$ cat src/rtl/core/pss_pkg.sv
// ----------------------------------------------------------------------------
// pss_pkg
// Shared types and constants of the plucked-string voice core: register
// codes, reset values, field widths and the structs that feed the ring lanes.
// ----------------------------------------------------------------------------
package pss_pkg;

  // voice count is fixed by the register map
  localparam int VOICES     = 4;
  localparam int VOICE_BITS = 2;

  // field and register widths
  localparam int LEN_REG_W = 9;
  localparam int DAMP_W    = 16;
  localparam int GAIN_W    = 15;
  localparam int POS_W     = 8;
  localparam int EXC_W     = 16;
  localparam int OUT_W     = 16;
  localparam int ADDR_W    = 5;
  localparam int DATA_W    = 32;

  // operation codes of an input word
  localparam logic OP_TICK  = 1'b0;
  localparam logic OP_PLUCK = 1'b1;

  // register index codes
  localparam logic [2:0] REG_LEN0 = 3'd0;
  localparam logic [2:0] REG_LEN1 = 3'd1;
  localparam logic [2:0] REG_LEN2 = 3'd2;
  localparam logic [2:0] REG_LEN3 = 3'd3;
  localparam logic [2:0] REG_DAMP = 3'd4;
  localparam logic [2:0] REG_GAIN = 3'd5;

  // register reset values
  localparam logic [LEN_REG_W-1:0] LEN0_RST = 9'd169;
  localparam logic [LEN_REG_W-1:0] LEN1_RST = 9'd134;
  localparam logic [LEN_REG_W-1:0] LEN2_RST = 9'd113;
  localparam logic [LEN_REG_W-1:0] LEN3_RST = 9'd89;
  localparam logic [DAMP_W-1:0]    DAMP_RST = 16'd32637;
  localparam logic [GAIN_W-1:0]    GAIN_RST = 15'd3277;

  // output saturation bound
  localparam logic signed [OUT_W-1:0] OUT_MAX = 16'sd32767;

  // one word as seen by a single ring lane
  typedef struct packed {
    logic             tick;
    logic             pluck;
    logic [POS_W-1:0] position;
    logic [EXC_W-1:0] excitation;
  } issue_t;

  // pipeline control shared by all lanes
  typedef struct packed {
    logic accept;
    logic b_go;
    logic clr;
  } lane_ctl_t;

endpackage

$ cat src/rtl/core/pss_mix.sv
// ----------------------------------------------------------------------------
// pss_mix
// Sums the voice samples, applies the output gain and saturates the result.
// ----------------------------------------------------------------------------
module pss_mix import pss_pkg::*; #(
  parameter int SAMPLE_BITS = 16
) (
  input  logic signed [SAMPLE_BITS-1:0] cur [VOICES],
  input  logic [GAIN_W-1:0]             gain,
  output logic signed [OUT_W-1:0]       mix
);

  localparam int SW = SAMPLE_BITS + VOICE_BITS;
  localparam int PW = SW + GAIN_W + 1;

  logic signed [SW-1:0] sum;
  logic signed [PW-1:0] prod, scaled;

  // sum, gain, floor shift and clamp
  always_comb begin
    sum = '0;
    for (int v = 0; v < VOICES; v++) begin
      sum = sum + SW'(cur[v]);
    end
    prod   = PW'(sum) * PW'($signed({1'b0, gain}));
    scaled = prod >>> 15;
    priority if (scaled > PW'(OUT_MAX)) mix = OUT_MAX;
    else if (scaled < -PW'(OUT_MAX))    mix = -OUT_MAX;
    else                                mix = OUT_W'(scaled);
  end

endmodule

$ cat config.mk
export PLATFORM = sky130hd
export DESIGN_NAME = pss_mix
export DESIGN_NICKNAME = d
export VERILOG_FILES = /design/src/rtl/core/pss_pkg.sv /design/src/rtl/core/pss_mix.sv
export SDC_FILE = /design/constraint.sdc
export NUM_CORES = 1
export LEC_CHECK = 0
export BUFFER_PORTS_ARGS = -buffer_cell sky130_fd_sc_hd__buf_2
export CORE_UTILIZATION = 40
export DETAILED_ROUTE_END_ITERATION = 10
export SLEW_MARGIN = 0
export SYNTH_ARGS = -nofsm -noshare
export SYNTH_HDL_FRONTEND = slang
export SYNTH_SLANG_ARGS = --single-unit
$ cat constraint.sdc
create_clock -name vclk -period 39.9
set_input_delay 7.98 -clock vclk [all_inputs]
set_output_delay 7.98 -clock vclk [all_outputs]
set_load 0.02 [all_outputs]
# Yosys cells after proc, flatten, opt, wreduce, memory -nomap -nowiden
# Cells that the tools add are included.
word_totals:
  regBits: 0
  input_bits: 79
  out_inout_bits: 16
  word_cells: 8
classes:
  addsub: 3
  multipliers: 1
  order_cmp: 2
  mux: 2
ops:
  columns: ["cell", "count"]
  rows:
  - ["18-bit by 16-bit multiplier with 34-bit output", 1]
  - ["16-bit 2-to-1 mux", 2]
  - ["19-bit by 16-bit greater-than comparator with 1-bit output, second input constant", 1]
  - ["19-bit by 16-bit less-than comparator with 1-bit output, second input constant", 1]
  - ["17-bit by 16-bit adder with 18-bit output", 1]
  - ["18-bit by 16-bit adder with 18-bit output", 1]
  - ["16-bit by 16-bit adder with 17-bit output", 1]

# Depth between registers and ports, before layout
depth:
  word_depth: 7
  ltp_mapped: 42
  mapped_depth_nobuf: 40

# Worst setup path after synthesis
# No wires, ideal clock.
synth_timing:
  path_type: "input port to output port"
  from: "input port cur[1] (netlist bit)"
  to: "output port mix[10]"
  arrival_time_ps: 17700
  t_required_ps: 31920
  path_slack_ps: 14220
  path_stages: 40
  n_path_buf: 3
  path_cell_list: "inv_1 fa_1 fa_1 inv_1 ha_1 inv_1 fa_1 nor2b_1 o21ai_0 a21boi_0 o21ai_0 a211oi_1 nor3_1 nor3_1 o31ai_1 nand3_1 clkbuf_1 nand3b_1 (+4 left out) xnor2_1 xnor2_1 fa_1 fa_1 inv_1 fa_1 inv_1 ha_1 a21oi_1 nor2_1 or2_2 a2bb2oi_1 inv_1 o311ai_0 nand2_1 a211oi_1 clkbuf_1 a21oi_1"
synth_between:
  elab_chain_cells: 5
synth_lines:
  columns: ["element", "line", "text"]
  rows:
  - ["from (decl)", "pss_mix.sv:8", "input logic signed [SAMPLE_BITS-1:0] cur [VOICES],"]
  - ["18-bit by 16-bit adder with 18-bit output (*)", "pss_mix.sv:23", "sum = sum + SW'(cur[v]);"]
  - ["18-bit by 16-bit multiplier with 34-bit output (*)", "pss_mix.sv:25", "prod = PW'(sum) * PW'($signed({1'b0, gain}));"]
  - ["19-bit by 16-bit less-than comparator with 1-bit output", "pss_mix.sv:28", "else if (scaled < -PW'(OUT_MAX)) mix = -OUT_MAX;"]
  - ["16-bit 2-to-1 mux", "pss_mix.sv:28", null]
  - ["16-bit 2-to-1 mux (*)", "pss_mix.sv:27", "priority if (scaled > PW'(OUT_MAX)) mix = OUT_MAX;"]
  - ["to (decl)", "pss_mix.sv:10", "output logic signed [OUT_W-1:0] mix"]
# Every way passes the cells marked *; elsewhere a longest branch is shown, timed or not.

# Worst setup path in the final report
layout_timing:
  from: "input port cur[1] (netlist bit)"
  to: "output port mix[0]"
# Same word-level chain as after synthesis.

==> results.yml <==
yosys:
  netlist_instances: 1517
  muxShareOfSynthArea: 0
  syn_area_mm2: 0.0128
  yosysSeqAreaShare: 0
  synth-simple-area-share: 0.190
  synth_fa_ha_area_frac: 0.566
  yosysTopAreaCell: "fa_1"
  synth_warnings: 0
  synth_top_family_by_area: "adder cells"
  syn_area_per_cell_um2: 8.45
  synth_cell_type_count: 54
  synth-compound-area-share: 0.0710
  syn-num-nets: 1995
  synth_xor_area_frac: 0.0294
  synth_area_leaders: "fa_1, inv_1, ha_1"
  yosysTopAreaCellShare: 0.464
final_layout:
  drive_above_1_share: 0.0807
  area_delta_synth_final_pct: 6.56
  n_fill_cell: 3190
  seq_area_um2: 0
  clkbuf_count: 0
  flops_and_latches: 0
  nets: 2029
  antenna_cells: 0
  final_cells: 1951
clock_tree:
  hold_buffers: 0
  cts_setup_buffers: 0
  post_cts_resized: 0
floorplanning:
  coreArea_mm2: 0.0316
  die_area_mm2: 0.0328
  start_util: 0.406
  ioPinCount: 95
  die_h_um: 181
  die_w_um: 181
  rows: 65
sta:
  fmax_mhz: 37.0
  setup-violations-final: 0
  finalWorstPathRequiredPeriod_ns: 27.00
  finalHoldViolCount: 0
  period_share: 0.677
  rsz0062_at_grt: "no"
  worstMarginPinSlew_ns: 1.04
  fin_setup_tns_ns: 0
  final_max_slew_viol_count: 0
  slew_headroom: 0.300
global_routing:
  antenna_found_initial: 0
  grt_pass1_wl_um: 51100
  globalRouteOverflowTotal: 0
  grt_max_degree: 41
  grt_pass1_vias: 10600
  grt.total_usage: 0.192
drt:
  vias: 9832
  wl_per_cell_um: 15.0
  drcViolationCount: 0
  drt_iter0_drc: 417
  wirelength_um: 29200
  firstDrtPassIters: 5
  antenna_left: 0
  viasPerCell: 5.04
placement:
  place_congestion: 0.796
  placedCellCount: 1951
  dp_hpwl_um: 23700
  io_buffer_count: 95
worst_setup_path:
  critical_path.slowest_cell: "a211oi_2"
  arrival_ns: 19.02
  crit_path_end_kind: "output port"
  required_ns: 31.92
  path_max_fanout: 24
  critPathMaxStageDelay_ns: 0.74
  start_kind: "input port"
  cp_common_cell: "fa_1"
  setup.worst_path.class: "in2out"
hold_path:
  min_path_cells: 8
  worstHoldPathType: "in2out"
flow_run:
  maxCapViolCount: 0
status:
  outcome: "finished clean"
## cells in the mapped netlist (3+ instances only)
cell type	count
o31ai_1	3
a21oi_1	31
o21ai_0	20
and2_1	108
nand3_1	18
nand2b_1	7
inv_1	413
xnor2_1	35
maj3_1	4
a41o_1	3
nor4_1	3
nor2b_1	24
nand3b_1	30
a2111oi_0	4
a311oi_1	7
and3b_1	11
and3_1	8
ha_1	102
nor3_1	14
nand4b_1	8
nand2_1	166
or3_1	5
a211oi_1	5
a31oi_1	11
nor4bb_1	7
nand4_1	3
o211ai_1	20
a21o_1	11
xor2_1	8
clkbuf_1	75
nor2_1	23
or2_2	5
fa_1	297
## cells by family after synthesis
family                     after synthesis
and+or+nand+nor                        449
adders and majority gates              403
AOI/OAI and AO/OA                      133
xor gates and xnor gates                43
buffers and inverters                  489
## metrics by stage
stage,util,worst slack [ns],hold slack [ns],area [um2]
2_1_floorplan,-,14.22,16.74,12800
3_3_place_gp,0.433,13.31,17.46,13700
3_5_place_dp,0.433,13.05,17.48,13700
4_1_cts,0.433,12.99,17.49,13700
5_1_grt,0.433,11.91,17.61,13700
6_report,0.433,12.90,17.46,13700
## placed cells by master (no fill, tap or decap), types with 3 or more instances in the layout
cell type / synthesis / final
a41o_1: 3 / 3
o31ai_1: 3 / 3
nand2b_1: 7 / 7
ha_1: 102 / 102
nor3_1: 14 / 14
nand2_1: 166 / 166
or2_2: 5 / 5
and2_1: 108 / 108
a21o_1: 11 / 11
xnor2_1: 35 / 29
fa_1: 297 / 297
nor4_1: 3 / 3
xnor2_2: 0 / 6
nand4_1: 3 / 3
a2111oi_0: 4 / 4
a311oi_1: 7 / 7
and3b_1: 11 / 11
nand4b_1: 8 / 8
a21oi_1: 31 / 31
nand3_1: 18 / 18
buf_4: 0 / 13
maj3_1: 4 / 4
buf_2: 0 / 95
nor2_1: 23 / 23
or3_1: 5 / 5
nor2b_1: 24 / 24
nor4bb_1: 7 / 7
o211ai_1: 20 / 20
xor2_1: 8 / 8
a31oi_1: 11 / 11
a211oi_1: 5 / 4
nand3b_1: 30 / 30
o21ai_0: 20 / 20
inv_1: 413 / 413
and3_1: 8 / 8
## layer usage
metal	global-route usage	share of wire	wire (um)	up-vias
li1	-	-	-	4614
met1	0.253	0.43	12600	5020
met2	0.360	0.53	15300	177
met3	0.00343	0.033	962	21
met4	0.0224	0.011	315	0
met5	0	0	0	-
## path summary, 6_finish.rpt
check               start  endpoint
setup / recovery   cur[1]    mix[0]
hold / removal    gain[0]    mix[0]
## critical path, delay by kind of cell
kind / cells / cell delay [ns]
AOI/OAI and AO/OA: 11 / 3.15
xor gates and xnor gates: 2 / 0.80
adders and majority gates: 10 / 4.25
buffers and inverters: 9 / 0.80
and+or+nand+nor: 8 / 1.99
## layout make-up
cell class                      count  area (um2)  share of cell area
Inverter                          413        1550               0.113
Multi-Input combinational cell   1028       11000               0.808
Tap cell                          402         503              0.0368
Timing Repair Buffer              108         573              0.0419
Power is not shown: default switching activity piles up to over one toggle a cycle in this logic, so the estimate is an artifact.
